[config.mk]
export PLATFORM = sky130hd
export DESIGN_NAME = yuv_difference_to_rgb_pixel_core
export DESIGN_NICKNAME = d
export VERILOG_FILES = /design/src/hdl/ydr_pkg.sv /design/src/hdl/ydr_diff.sv /design/src/hdl/ydr_gain.sv /design/src/hdl/ydr_csc.sv /design/src/hdl/yuv_difference_to_rgb_pixel_core.sv
export SDC_FILE = /design/constraint.sdc
export NUM_CORES = 2
export LEC_CHECK = 0
export BUFFER_PORTS_ARGS = -buffer_cell sky130_fd_sc_hd__buf_2
export CORE_UTILIZATION = 40
export DETAILED_ROUTE_END_ITERATION = 16
export GPL_TIMING_DRIVEN = 0
export SYNTH_ARGS = -nofsm -noshare
export SYNTH_HDL_FRONTEND = slang
export SYNTH_HIERARCHICAL = 1
export SYNTH_SLANG_ARGS = --single-unit
[constraint.sdc]
create_clock -name clk -period 12.1 [get_ports clk]
set_input_delay 1.21 -clock clk [delete_from_list [all_inputs] [get_ports clk]]
set_output_delay 1.21 -clock clk [all_outputs]
set_load 0.1 [all_outputs]
[src/hdl/ydr_pkg.sv]
// Package for the YUV difference to RGB pixel core.
// Holds the configuration types, register indexes and color conversion constants.
// No dependencies; used by every module in hdl/.
package ydr_pkg;

  // Field widths that the interface fixes.
  localparam int SAMPLE_W = 16;
  localparam int DEPTH_W  = 5;
  localparam int GAIN_W   = 8;
  localparam int PIX_W    = 8;
  localparam int REG_IDX_W  = 3;
  localparam int REG_DATA_W = 8;

  // Register indexes on the configuration port.
  localparam logic [REG_IDX_W-1:0] REG_DEPTH_A       = 3'd0;
  localparam logic [REG_IDX_W-1:0] REG_DEPTH_B       = 3'd1;
  localparam logic [REG_IDX_W-1:0] REG_AMPLIFICATION = 3'd2;
  localparam logic [REG_IDX_W-1:0] REG_MARK_MODE     = 3'd3;
  localparam logic [REG_IDX_W-1:0] REG_MONOCHROME    = 3'd4;

  // Reset values of the registers.
  localparam logic [DEPTH_W-1:0] DEPTH_RESET = 5'd8;
  localparam logic [GAIN_W-1:0]  GAIN_RESET  = 8'd1;

  // The smallest sample depth; also the output depth.
  localparam logic [DEPTH_W-1:0] DEPTH_MIN = 5'd8;

  // Chroma is centered on this code at 8 bits.
  localparam logic signed [8:0] CHROMA_OFFSET = 9'sd128;

  // Fixed-point YUV to RGB coefficients, scaled by 256.
  localparam logic signed [10:0] COEF_RV = 11'sd359;
  localparam logic signed [10:0] COEF_GU = 11'sd88;
  localparam logic signed [10:0] COEF_GV = 11'sd183;
  localparam logic signed [10:0] COEF_BU = 11'sd454;

  localparam logic signed [11:0] PIX_MAX = 12'sd255;

  // Number of register stages from input to output.
  localparam int PIPE_DEPTH = 5;

  // Settings derived from the configuration registers, shared by all stages.
  typedef struct packed {
    logic [DEPTH_W-1:0] da;    // effective depth of frame A
    logic [DEPTH_W-1:0] db;    // effective depth of frame B
    logic [DEPTH_W-1:0] ua;    // left shift that aligns frame A
    logic [DEPTH_W-1:0] ub;    // left shift that aligns frame B
    logic [DEPTH_W-1:0] sh;    // right shift from the common depth to 8 bits
    logic [GAIN_W-1:0]  gain;
    logic               mark;
    logic               mono;
  } cfg_t;

  // Clip a conversion sum to the 8-bit pixel range.
  function automatic logic [PIX_W-1:0] clip8(input logic signed [11:0] v);
    logic [PIX_W-1:0] r;
    if (v < 0) begin
      r = '0;
    end else if (v > PIX_MAX) begin
      r = PIX_MAX[PIX_W-1:0];
    end else begin
      r = v[PIX_W-1:0];
    end
    return r;
  endfunction

endpackage

[src/hdl/ydr_diff.sv]
// First pipeline stage: aligns both frames' samples to the common depth and subtracts.
// Depends on ydr_pkg.
module ydr_diff #(
  parameter int W = 16
) (
  input  logic                               clk,
  input  logic                               rst,
  input  ydr_pkg::cfg_t                      cfg,
  input  logic                               in_valid,
  output logic                               in_ready,
  input  logic [ydr_pkg::SAMPLE_W-1:0]       luma_a,
  input  logic [ydr_pkg::SAMPLE_W-1:0]       luma_b,
  input  logic [ydr_pkg::SAMPLE_W-1:0]       cb_a,
  input  logic [ydr_pkg::SAMPLE_W-1:0]       cb_b,
  input  logic [ydr_pkg::SAMPLE_W-1:0]       cr_a,
  input  logic [ydr_pkg::SAMPLE_W-1:0]       cr_b,
  output logic                               out_valid,
  input  logic                               out_ready,
  output logic signed [W:0]                  dy,
  output logic signed [W:0]                  du,
  output logic signed [W:0]                  dv,
  output logic                               differs
);

  logic [W-1:0] mask_a, mask_b;
  logic [W-1:0] ya, yb, ua_s, ub_s, va, vb;
  logic signed [W:0] dy_c, du_c, dv_c;

  // A depth equal to W shifts every bit out, leaving a full mask.
  assign mask_a = ~({W{1'b1}} << cfg.da);
  assign mask_b = ~({W{1'b1}} << cfg.db);

  assign ya   = (luma_a[W-1:0] & mask_a) << cfg.ua;
  assign yb   = (luma_b[W-1:0] & mask_b) << cfg.ub;
  assign ua_s = (cb_a[W-1:0] & mask_a) << cfg.ua;
  assign ub_s = (cb_b[W-1:0] & mask_b) << cfg.ub;
  assign va   = (cr_a[W-1:0] & mask_a) << cfg.ua;
  assign vb   = (cr_b[W-1:0] & mask_b) << cfg.ub;

  assign dy_c = $signed({1'b0, ya}) - $signed({1'b0, yb});
  assign du_c = cfg.mono ? '0 : $signed({1'b0, ua_s}) - $signed({1'b0, ub_s});
  assign dv_c = cfg.mono ? '0 : $signed({1'b0, va}) - $signed({1'b0, vb});

  assign in_ready = !out_valid || out_ready;

  always_ff @(posedge clk) begin
    if (rst) begin
      out_valid <= 1'b0;
    end else if (in_ready) begin
      out_valid <= in_valid;
    end
  end

  always_ff @(posedge clk) begin
    if (in_ready && in_valid) begin
      dy      <= dy_c;
      du      <= du_c;
      dv      <= dv_c;
      differs <= (dy_c != 0) || (du_c != 0) || (dv_c != 0);
    end
  end

endmodule

[src/hdl/ydr_gain.sv]
// Second and third pipeline stages: gain on the differences, then offset, clip and
// reduction to 8 bits. Depends on ydr_pkg.
module ydr_gain #(
  parameter int W = 16
) (
  input  logic                  clk,
  input  logic                  rst,
  input  ydr_pkg::cfg_t         cfg,
  input  logic                  in_valid,
  output logic                  in_ready,
  input  logic signed [W:0]     dy,
  input  logic signed [W:0]     du,
  input  logic signed [W:0]     dv,
  input  logic                  differs,
  output logic                  out_valid,
  input  logic                  out_ready,
  output logic [7:0]            y8,
  output logic signed [8:0]     u8,
  output logic signed [8:0]     v8,
  output logic                  out_differs
);

  localparam int PW = W + 10;
  localparam logic [PW-1:0] MID_BASE  = PW'(128);
  localparam logic [PW-1:0] SPAN_BASE = PW'(256);

  logic                 a_valid, a_ready, a_differs;
  logic signed [PW-1:0] py, pu, pv;
  logic signed [8:0]    k;
  logic [PW-1:0]        mid, maxv;
  logic [7:0]           y_c, u_c, v_c;

  // Mark mode leaves the differences unscaled.
  assign k    = cfg.mark ? 9'sd1 : $signed({1'b0, cfg.gain});
  assign mid  = MID_BASE << cfg.sh;
  assign maxv = (SPAN_BASE << cfg.sh) - PW'(1);

  function automatic logic [7:0] to8(input logic signed [PW-1:0] p,
                                     input logic [PW-1:0] m,
                                     input logic [PW-1:0] mx,
                                     input logic [ydr_pkg::DEPTH_W-1:0] s);
    logic signed [PW-1:0] t;
    logic [PW-1:0]        c;
    t = p + $signed(m);
    if (t < 0) begin
      c = '0;
    end else if ($unsigned(t) > mx) begin
      c = mx;
    end else begin
      c = $unsigned(t);
    end
    c = c >> s;
    return c[7:0];
  endfunction

  assign a_ready  = !out_valid || out_ready;
  assign in_ready = !a_valid || a_ready;

  always_ff @(posedge clk) begin
    if (rst) begin
      a_valid   <= 1'b0;
      out_valid <= 1'b0;
    end else begin
      if (in_ready) begin
        a_valid <= in_valid;
      end
      if (a_ready) begin
        out_valid <= a_valid;
      end
    end
  end

  always_ff @(posedge clk) begin
    if (in_ready && in_valid) begin
      py        <= dy * k;
      pu        <= du * k;
      pv        <= dv * k;
      a_differs <= differs;
    end
  end

  assign y_c = to8(py, mid, maxv, cfg.sh);
  assign u_c = to8(pu, mid, maxv, cfg.sh);
  assign v_c = to8(pv, mid, maxv, cfg.sh);

  always_ff @(posedge clk) begin
    if (a_ready && a_valid) begin
      y8          <= y_c;
      u8          <= $signed({1'b0, u_c}) - ydr_pkg::CHROMA_OFFSET;
      v8          <= $signed({1'b0, v_c}) - ydr_pkg::CHROMA_OFFSET;
      out_differs <= a_differs;
    end
  end

endmodule

[src/hdl/ydr_csc.sv]
// Fourth and fifth pipeline stages: fixed YUV to RGB conversion with clipping and the
// red marker. Depends on ydr_pkg.
module ydr_csc (
  input  logic                           clk,
  input  logic                           rst,
  input  ydr_pkg::cfg_t                  cfg,
  input  logic                           in_valid,
  output logic                           in_ready,
  input  logic [7:0]                     y8,
  input  logic signed [8:0]              u8,
  input  logic signed [8:0]              v8,
  input  logic                           differs,
  output logic                           out_valid,
  input  logic                           out_ready,
  output logic [ydr_pkg::PIX_W-1:0]      red,
  output logic [ydr_pkg::PIX_W-1:0]      green,
  output logic [ydr_pkg::PIX_W-1:0]      blue
);

  logic                c_valid, c_ready, c_paint;
  logic [7:0]          c_y;
  logic signed [19:0]  p_rv, p_gu, p_gv, p_bu;
  logic signed [11:0]  ys, sum_r, sum_g, sum_b;

  assign c_ready  = !out_valid || out_ready;
  assign in_ready = !c_valid || c_ready;

  always_ff @(posedge clk) begin
    if (rst) begin
      c_valid   <= 1'b0;
      out_valid <= 1'b0;
    end else begin
      if (in_ready) begin
        c_valid <= in_valid;
      end
      if (c_ready) begin
        out_valid <= c_valid;
      end
    end
  end

  always_ff @(posedge clk) begin
    if (in_ready && in_valid) begin
      p_rv    <= v8 * ydr_pkg::COEF_RV;
      p_gu    <= u8 * ydr_pkg::COEF_GU;
      p_gv    <= v8 * ydr_pkg::COEF_GV;
      p_bu    <= u8 * ydr_pkg::COEF_BU;
      c_y     <= y8;
      c_paint <= cfg.mark && differs;
    end
  end

  // Taking the upper product bits is a floor division by 256.
  assign ys    = $signed({4'b0000, c_y});
  assign sum_r = ys + p_rv[19:8];
  assign sum_g = ys - p_gu[19:8] - p_gv[19:8];
  assign sum_b = ys + p_bu[19:8];

  always_ff @(posedge clk) begin
    if (c_ready && c_valid) begin
      if (c_paint) begin
        red   <= ydr_pkg::PIX_MAX[ydr_pkg::PIX_W-1:0];
        green <= '0;
        blue  <= '0;
      end else begin
        red   <= ydr_pkg::clip8(sum_r);
        green <= ydr_pkg::clip8(sum_g);
        blue  <= ydr_pkg::clip8(sum_b);
      end
    end
  end

endmodule

[src/hdl/yuv_difference_to_rgb_pixel_core.sv]
// Top level of the YUV frame difference to RGB display pixel core.
// Holds the configuration registers and chains ydr_diff, ydr_gain and ydr_csc.
// Depends on ydr_pkg.

// The core turns one co-sited pair of YUV samples from two frames into one 8-bit RGB
// pixel that shows how the frames differ. It takes one pixel transfer per clock and
// delivers one result transfer per clock when the output side is ready; each pixel
// passes through the core by way of its five register stages, one after another (align and
// subtract, gain, offset and clip, color products, sum and clip). Every stage holds
// its own valid bit and loads whenever it is empty or its successor takes its data,
// so bubbles close up and a stall at the output backs up stage by stage without
// losing or repeating a pixel; the input stays ready as long as any stage has room.
// Samples of each frame are masked to that frame's depth and shifted up to the larger
// of the two depths before subtraction. In mark mode any nonzero difference gives pure
// red, otherwise the differences are scaled by the amplification, offset to mid-gray,
// clipped and reduced to 8 bits, then converted with fixed integer coefficients. In
// monochrome mode only luma is compared. Depths below 8 act as 8 and depths above
// MAX_SAMPLE_BITS act as MAX_SAMPLE_BITS. Configuration is written through cfg_we,
// cfg_index and cfg_data, one register per clock, and should only change while no
// pixel is inside the core; writes to indexes past the last register are ignored.
module yuv_difference_to_rgb_pixel_core #(
  parameter int MAX_SAMPLE_BITS = 16
) (
  input  logic                                clk,
  input  logic                                rst,
  input  logic                                cfg_we,
  input  logic [ydr_pkg::REG_IDX_W-1:0]       cfg_index,
  input  logic [ydr_pkg::REG_DATA_W-1:0]      cfg_data,
  input  logic                                in_valid,
  output logic                                in_ready,
  input  logic [ydr_pkg::SAMPLE_W-1:0]        luma_a,
  input  logic [ydr_pkg::SAMPLE_W-1:0]        luma_b,
  input  logic [ydr_pkg::SAMPLE_W-1:0]        cb_a,
  input  logic [ydr_pkg::SAMPLE_W-1:0]        cb_b,
  input  logic [ydr_pkg::SAMPLE_W-1:0]        cr_a,
  input  logic [ydr_pkg::SAMPLE_W-1:0]        cr_b,
  output logic                                out_valid,
  input  logic                                out_ready,
  output logic [ydr_pkg::PIX_W-1:0]           red,
  output logic [ydr_pkg::PIX_W-1:0]           green,
  output logic [ydr_pkg::PIX_W-1:0]           blue
);

  localparam int W = MAX_SAMPLE_BITS;
  localparam logic [ydr_pkg::DEPTH_W-1:0] DEPTH_MAX = ydr_pkg::DEPTH_W'(MAX_SAMPLE_BITS);

  // Configuration registers.
  logic [ydr_pkg::DEPTH_W-1:0] depth_a, depth_b;
  logic [ydr_pkg::GAIN_W-1:0]  amplification;
  logic                        mark_mode, monochrome;

  logic [ydr_pkg::DEPTH_W-1:0] da_e, db_e, dout;
  ydr_pkg::cfg_t               cfg;

  // Links between the pipeline segments.
  logic                 d_valid, d_ready, d_differs;
  logic signed [W:0]    d_y, d_u, d_v;
  logic                 g_valid, g_ready, g_differs;
  logic [7:0]           g_y;
  logic signed [8:0]    g_u, g_v;

  // Pixels inside the core, tracked for the checks below.
  logic [2:0]           occupancy;

  always_ff @(posedge clk) begin
    if (rst) begin
      depth_a       <= ydr_pkg::DEPTH_RESET;
      depth_b       <= ydr_pkg::DEPTH_RESET;
      amplification <= ydr_pkg::GAIN_RESET;
      mark_mode     <= 1'b0;
      monochrome    <= 1'b0;
    end else if (cfg_we) begin
      case (cfg_index)
        ydr_pkg::REG_DEPTH_A:       depth_a       <= cfg_data[ydr_pkg::DEPTH_W-1:0];
        ydr_pkg::REG_DEPTH_B:       depth_b       <= cfg_data[ydr_pkg::DEPTH_W-1:0];
        ydr_pkg::REG_AMPLIFICATION: amplification <= cfg_data;
        ydr_pkg::REG_MARK_MODE:     mark_mode     <= cfg_data[0];
        ydr_pkg::REG_MONOCHROME:    monochrome    <= cfg_data[0];
        default: begin
        end
      endcase
    end
  end

  // Effective depths and the shifts that follow from them, plain logic. The user must keep
  // the configuration static while pixels are in flight; the core does not enforce this.
  assign da_e = (depth_a < ydr_pkg::DEPTH_MIN) ? ydr_pkg::DEPTH_MIN :
                (depth_a > DEPTH_MAX) ? DEPTH_MAX : depth_a;
  assign db_e = (depth_b < ydr_pkg::DEPTH_MIN) ? ydr_pkg::DEPTH_MIN :
                (depth_b > DEPTH_MAX) ? DEPTH_MAX : depth_b;
  assign dout = (da_e > db_e) ? da_e : db_e;

  always_comb begin
    cfg.da   = da_e;
    cfg.db   = db_e;
    cfg.ua   = dout - da_e;
    cfg.ub   = dout - db_e;
    cfg.sh   = dout - ydr_pkg::DEPTH_MIN;
    cfg.gain = amplification;
    cfg.mark = mark_mode;
    cfg.mono = monochrome;
  end

  ydr_diff #(.W(W)) u_diff (
    .clk       (clk),
    .rst       (rst),
    .cfg       (cfg),
    .in_valid  (in_valid),
    .in_ready  (in_ready),
    .luma_a    (luma_a),
    .luma_b    (luma_b),
    .cb_a      (cb_a),
    .cb_b      (cb_b),
    .cr_a      (cr_a),
    .cr_b      (cr_b),
    .out_valid (d_valid),
    .out_ready (d_ready),
    .dy        (d_y),
    .du        (d_u),
    .dv        (d_v),
    .differs   (d_differs)
  );

  ydr_gain #(.W(W)) u_gain (
    .clk         (clk),
    .rst         (rst),
    .cfg         (cfg),
    .in_valid    (d_valid),
    .in_ready    (d_ready),
    .dy          (d_y),
    .du          (d_u),
    .dv          (d_v),
    .differs     (d_differs),
    .out_valid   (g_valid),
    .out_ready   (g_ready),
    .y8          (g_y),
    .u8          (g_u),
    .v8          (g_v),
    .out_differs (g_differs)
  );

  ydr_csc u_csc (
    .clk       (clk),
    .rst       (rst),
    .cfg       (cfg),
    .in_valid  (g_valid),
    .in_ready  (g_ready),
    .y8        (g_y),
    .u8        (g_u),
    .v8        (g_v),
    .differs   (g_differs),
    .out_valid (out_valid),
    .out_ready (out_ready),
    .red       (red),
    .green     (green),
    .blue      (blue)
  );

  always_ff @(posedge clk) begin
    if (rst) begin
      occupancy <= '0;
    end else begin
      occupancy <= occupancy + 3'(in_valid && in_ready) - 3'(out_valid && out_ready);
    end
  end

  // A ready output side must never hold back the input.
  a_ready_chain: assert property (@(posedge clk) disable iff (rst)
    out_ready |-> in_ready)
    else $error("input stalled while the output side was ready");

  // The core never holds more pixels than it has stages.
  a_occupancy_bound: assert property (@(posedge clk) disable iff (rst)
    occupancy <= 3'(ydr_pkg::PIPE_DEPTH))
    else $error("more pixels in flight than pipeline stages");

  // A result can only be offered for a pixel that went in.
  a_no_invented: assert property (@(posedge clk) disable iff (rst)
    out_valid |-> occupancy != 3'd0)
    else $error("result offered with no pixel in flight");

  // A full pipeline refuses input until the output side takes a result.
  a_full_stalls: assert property (@(posedge clk) disable iff (rst)
    (occupancy == 3'(ydr_pkg::PIPE_DEPTH)) && !out_ready |-> !in_ready)
    else $error("input accepted into a full pipeline");

  // Reset empties the pipeline.
  a_reset_empty: assert property (@(posedge clk)
    rst |=> !out_valid)
    else $error("result offered right after reset");

endmodule

* Word-level counts from Yosys, hierarchy flattened
Cells that the tools add are included. W data, S select, Z words.
Cells by class: $lt $le $gt $ge 17, shifts and indexed selects 13, equality and inequality tests 4, mux-type cells 18, bitwise operators 8, multiply operators 7, reductions and logical operators 29, add/sub/neg operators 16
Operators by type and width (number):
- $mux W26 | 6
- $and A16 B16 Y16 | 6
- $reduce_bool A32 Y1 | 3
- $shl A16 B5 Y16 | 6
- $add A26 B26 Y26 | 3
- $gt A26 B26 Y1 | 3
- $lt A26 B1 Y1 const B | 3
- $mul A17 B9 Y26 | 3
- $shr A26 B5 Y8 | 3
- $sub A16 B16 Y17 | 3
- $mux W8 | 5
- $gt A12 B9 Y1 const B | 3
- $lt A12 B1 Y1 const B | 3
- $mul A9 B9 Y18 const B | 2
- $mux W17 | 2
- $not A16 Y16 | 2
- $shl A16 B5 Y16 const A | 2
- $shl A8 B5 Y26 const A | 1
- $shl A9 B5 Y26 const A | 1
- $sub A26 B1 Y26 const B | 1
- $mux W5 | 5
- $add A8 B12 Y12 | 2
- $mul A9 B10 Y19 const B | 1
- $sub A8 B8 Y9 const B | 2
- other kinds (17) | 41
Word-level totals: register bits after elaboration 292

* Logic depth before layout (Yosys ltp)
depth after elaboration 13, depth in mapped cells 41

* Hierarchy
Netlist, hierarchy kept.
Modules (own cells, without submodules):
- ydr_gain | cells each 2979, seq. area each 3163.0 um^2, area each 26391.6 um^2, times used 1
- ydr_csc | cells each 893, seq. area each 2262.2 um^2, area each 9143.8 um^2, times used 1
- ydr_diff | cells each 1147, seq. area each 1581.5 um^2, area each 8272.9 um^2, times used 1
- yuv_difference_to_rgb_pixel_core | cells each 151, seq. area each 400.4 um^2, area each 1350.0 um^2, times used 1

* Worst setup path before layout
No wires, ideal clock.
path kind register to register, start point register depth_b[4] in the netlist's numbering, end point register u_gain.u8[5], data pin, stages on the path, launching flop included 35, arrival time 8339 ps, required time 11844 ps, period minus slack after synthesis 8595 ps, library setup time 256 ps, buffers on the path 5, slack 3505 ps, cell sequence dfxtp_1 -> nor2b_1 -> nand2_1 -> ha_1 -> o211ai_1 -> a21oi_1 -> o21ai_4 -> mux2i_1 -> clkbuf_8 -> buf_1 -> nor2_1 -> nand2_1 -> inv_1 -> fa_1 -> a211oi_1 -> o21bai_4 -> a311oi_1 -> o211ai_1 -> a21boi_0 -> o21ai_0 -> nand2_1 -> clkinv_1 -> buf_6 -> ha_1 -> nand3_1 -> nor4_1 -> a21oi_1 -> a22oi_1 -> buf_8 -> clkbuf_1 -> mux2i_1 -> o22ai_1 -> a2bb2oi_1 -> mux4_2 -> a22o_1
RTL lines:
- from (decl) | RTL line yuv_difference_to_rgb_pixel_core.sv:48 | logic [ydr_pkg::DEPTH_W-1:0] depth_a, depth_b;
- from (signal assigned) | RTL line yuv_difference_to_rgb_pixel_core.sv:68 | depth_b <= ydr_pkg::DEPTH_RESET;
- from (signal assigned) | RTL line yuv_difference_to_rgb_pixel_core.sv:75 | ydr_pkg::REG_DEPTH_B: depth_b <= cfg_data[ydr_pkg::DEPTH_W-1:0];
- to (signal assigned) | RTL line ydr_gain.sv:89 | u8 <= $signed({1'b0, u_c}) - ydr_pkg::CHROMA_OFFSET;
- to (decl) | RTL line ydr_gain.sv:18 | output logic signed [8:0] u8,

==> run metrics <==
overall routed net length approximately 150000 um; NumNets Final between 6000 and 7000; routed metal-1 wirelength 60600 um; Crit Reg-Reg Startpoint depth_b[4]; WP data arrival 11.83 ns; max cap viols 1; residual antenna-violating net count after detailed routing 0; Max IR drop VDD 0.0000924 V; standard cell with the maximum stage delay on the critical path sky130_fd_sc_hd__nor2_1; Tot Pwr 0.00845 W; number of port buffers 137; timing startpoint of the critical path depth_b[4]; area of the mapped netlist roughly 45000 um2; Static Leak 22.6 nW; count of flip-flops with a built-in enable after synthesis 230; fraction of final layout cells with drive strength greater than 1 7.53%; sum of negative setup slack 0 ns; Synth Instances 5170; via-per-instance ratio 5.68; global-route wire length before repair ~230000 um; Fin Clk Skew 0.0375 ns; portion of the clock cycle consumed by the worst path in the final layout 95.6%; number of buffers between clock root and the deepest sink 3; slew at the pin closest to its max-slew limit 1.46 ns; number of levels in the clock H-tree 2; number of fill cells in the layout about 11000; sum of overflow across all layers after global routing 0; critical setup path kind flop to flop; clock latency on the worst-skew pair ~0.6 ns; register clock-pin slew on the reported worst setup and hold paths 0.06 ns; vias 38988; setup repair after global routing missed its margin false; TritonCTS sink count 255; detailed-router iteration count before antenna repair 6; last weighted congestion value of the routability-driven placer 1.00; proportion of register bits with asynchronous set or reset after synthesis 0%; fmax 86.4 MHz; final number of max-transition violations 0; kind of capture point of the worst setup path flop; CTS tree yes; startpoint of the tightest hold check path u_gain/y8[2]; Top FF cell, synth sky130_fd_sc_hd__edfxtp_1; unique cell type count in the Yosys netlist approximately 120; Ys Warns 6; violations in the final reports max-capacitance violations; Post-route DRC 0; Final Util 44.1%; flops & latches, synth 255; average cell area after synthesis 8.73 um2; total length of routed met3 wires around 8300 um; global router's overall resource usage 25.7%; kind of path behind the tightest hold check flop to flop; max-slew headroom at the worst pin ~1.5%; area delta synth->final 8.64%; post-layout instance count excluding filler cells between 6000 and 7000; die footprint 114000 um2; highest metal layer with signal wires met5; horizontal die dimension roughly 340 um; die height 338 um; maximum number of pins on one net before global-route repair 66; type of origin of the critical path flop; final-report hold violation count 0; minimum clock period 11.57 ns; placed insts 6806; number of antenna violations at the first check in global routing 3; power per standard cell area 172 nW/um2; Crit path required time about 12 ns; HPWL reported at the end of detailed placement 122000 um; total length of routed met2 wires 70200 um; crit-path max cell delay 0.77 ns; outcome finished, violations left; Row Count 122; final hold slack 0.419 ns; top fanout value on the critical path 10; number of global-route vias before repair 38630; Initial Utilization 40.6%; Seq/Total Area, Yosys 16.4%; DR iter-0 viols slightly above 3000; clock tree root buffer cell sky130_fd_sc_hd__clkbuf_16; core region area 111000 um2; hold buffer count at CTS 0; post-detailed-route wirelength per cell about 21 um; final setup violation count 0; Top Ports 138; CTS Buf Count 34
==> final cells by class <==
| cell class | count | area, um2 | share of cell area (%) |
|---|---|---|---|
| Buffer | 204 | 942 | 1.92 |
| Antenna cell | 1 | 2.50 | 0.00510 |
| Clock buffer | 38 | 918 | 1.87 |
| Tap cell | 1488 | 1860 | 3.79 |
| Sequential cell | 255 | 7410 | 15.1 |
| Timing Repair Buffer | 143 | 787 | 1.60 |
| Clock inverter | 23 | 234 | 0.477 |
| Inverter | 707 | 2650 | 5.41 |
| Multi-Input combinational cell | 4009 | 34300 | 69.8 |
==> worst max-delay path: cells and delay by family (launching register included) <==
kind,cells,cell delay [ns]
adders and majority gates,3,1.07
muxes,2,0.98
buffers and inverters,6,1.94
and+or+nand+nor,11,3.51
AOI/OAI and AO/OA,12,3.26
DFF,1,0.43
==> cell families after synthesis <==
logic type                 after synthesis  synth area share [%]
and+or+nand+nor                       1574                  17.1
AOI/OAI and AO/OA                     1086                  16.2
adders and majority gates              913                  32.1
buffers and inverters                  912                  7.96
DFF                                    255                  16.4
muxes                                  220                  6.17
xor gates and xnor gates               209                  4.05
other                                    1               0.00830
==> layout by cell type, fill, tap and decap left out, types with 135 or more instances in the layout <==
cell type / Yosys / routed
sky130_fd_sc_hd__inv_1: 704 / 704
sky130_fd_sc_hd__ha_1: 504 / 504
sky130_fd_sc_hd__nand2_1: 445 / 445
sky130_fd_sc_hd__fa_1: 409 / 409
sky130_fd_sc_hd__nor2_1: 348 / 343
sky130_fd_sc_hd__and2_1: 294 / 291
sky130_fd_sc_hd__a21oi_1: 265 / 265
sky130_fd_sc_hd__edfxtp_1: 230 / 230
sky130_fd_sc_hd__o21ai_0: 205 / 205
sky130_fd_sc_hd__clkbuf_1: 153 / 150
sky130_fd_sc_hd__xnor2_1: 144 / 144
sky130_fd_sc_hd__buf_2: 5 / 142
sky130_fd_sc_hd__mux2i_1: 139 / 135
==> what timing repair did <==
| action | CTS | global route |
|---|---|---|
| pin swaps | 0 | 1 |
| resized for setup | 8 | 12 |
| setup buffers | 0 | 1 |
| endpoints found under the setup margin | 12 | 17 |
==> where the power goes <==
part           leakage, nW  total (W)  internal, W  switching [W]
clock                0.552    0.00105     0.000601       0.000448
combinational         19.7    0.00571      0.00229        0.00343
sequential            2.35    0.00169      0.00138       0.000314
==> sequential cells by signal, indices dropped and copies added (netlist names), 9 cells and up <==
register,flops
u_csc/p_bu,11
u_csc/p_gu,9
u_csc/p_gv,10
u_csc/p_rv,11
u_diff/du,17
u_diff/dv,17
u_diff/dy,17
u_gain/pu,26
u_gain/pv,26
u_gain/py,26
==> worst paths after layout <==
kind                  end  slack [ns]  cells after the start
max          u_gain/u8[4]        0.53                     34
min          u_csc/c_y[2]        0.42                      0
max reg2reg  u_gain/u8[4]        0.53                     34
min reg2reg  u_csc/c_y[2]        0.42                      0
==> metal layers <==
metal,track usage [%],vias to the layer above
li1,-,18270
met1,32.2,19043
met2,44.6,1352
met3,2.63,321
met4,11.7,2
met5,0,-
==> through the flow <==
stage	setup slack, ns	cell area, um2
2_1_floorplan	3.50	45200
3_3_place_gp	-0.746	47700
3_5_place_dp	-0.635	47800
4_1_cts	0.0282	49000
5_1_grt	0.0196	49100
6_report	0.529	49100
==> cells in the mapped netlist (13+ instances only) <==
library cell | instances | area [um2]
sky130_fd_sc_hd__a211o_1 | 17 | 149
sky130_fd_sc_hd__a211oi_1 | 59 | 443
sky130_fd_sc_hd__a21o_1 | 75 | 563
sky130_fd_sc_hd__a21oi_1 | 265 | 1330
sky130_fd_sc_hd__a22oi_1 | 20 | 150
sky130_fd_sc_hd__a31o_2 | 16 | 140
sky130_fd_sc_hd__a31oi_1 | 39 | 244
sky130_fd_sc_hd__and2_1 | 294 | 1840
sky130_fd_sc_hd__and3_1 | 30 | 188
sky130_fd_sc_hd__buf_1 | 26 | 97.6
sky130_fd_sc_hd__clkbuf_1 | 153 | 574
sky130_fd_sc_hd__dfxtp_1 | 25 | 500
sky130_fd_sc_hd__edfxtp_1 | 230 | 6910
sky130_fd_sc_hd__fa_1 | 409 | 8190
sky130_fd_sc_hd__ha_1 | 504 | 6310
sky130_fd_sc_hd__inv_1 | 704 | 2640
sky130_fd_sc_hd__mux2_2 | 38 | 428
sky130_fd_sc_hd__mux2i_1 | 139 | 1390
sky130_fd_sc_hd__mux4_2 | 43 | 968
sky130_fd_sc_hd__nand2_1 | 445 | 1670
sky130_fd_sc_hd__nand2b_1 | 40 | 250
sky130_fd_sc_hd__nand3_1 | 128 | 641
sky130_fd_sc_hd__nand4_1 | 27 | 169
sky130_fd_sc_hd__nor2_1 | 348 | 1310
sky130_fd_sc_hd__nor2b_1 | 55 | 344
sky130_fd_sc_hd__nor3_1 | 92 | 460
sky130_fd_sc_hd__nor4_1 | 14 | 87.6
sky130_fd_sc_hd__o211ai_1 | 43 | 323
sky130_fd_sc_hd__o21a_1 | 49 | 368
sky130_fd_sc_hd__o21ai_0 | 205 | 1030
sky130_fd_sc_hd__o21bai_1 | 13 | 97.6
sky130_fd_sc_hd__o22a_1 | 16 | 140
sky130_fd_sc_hd__o22ai_1 | 46 | 288
sky130_fd_sc_hd__o31a_1 | 15 | 131
sky130_fd_sc_hd__o31ai_1 | 27 | 203
sky130_fd_sc_hd__or2_2 | 26 | 163
sky130_fd_sc_hd__or3_1 | 25 | 156
sky130_fd_sc_hd__xnor2_1 | 144 | 1260
sky130_fd_sc_hd__xor2_1 | 65 | 569
Note: power is estimated with default switching activity, not from simulation.
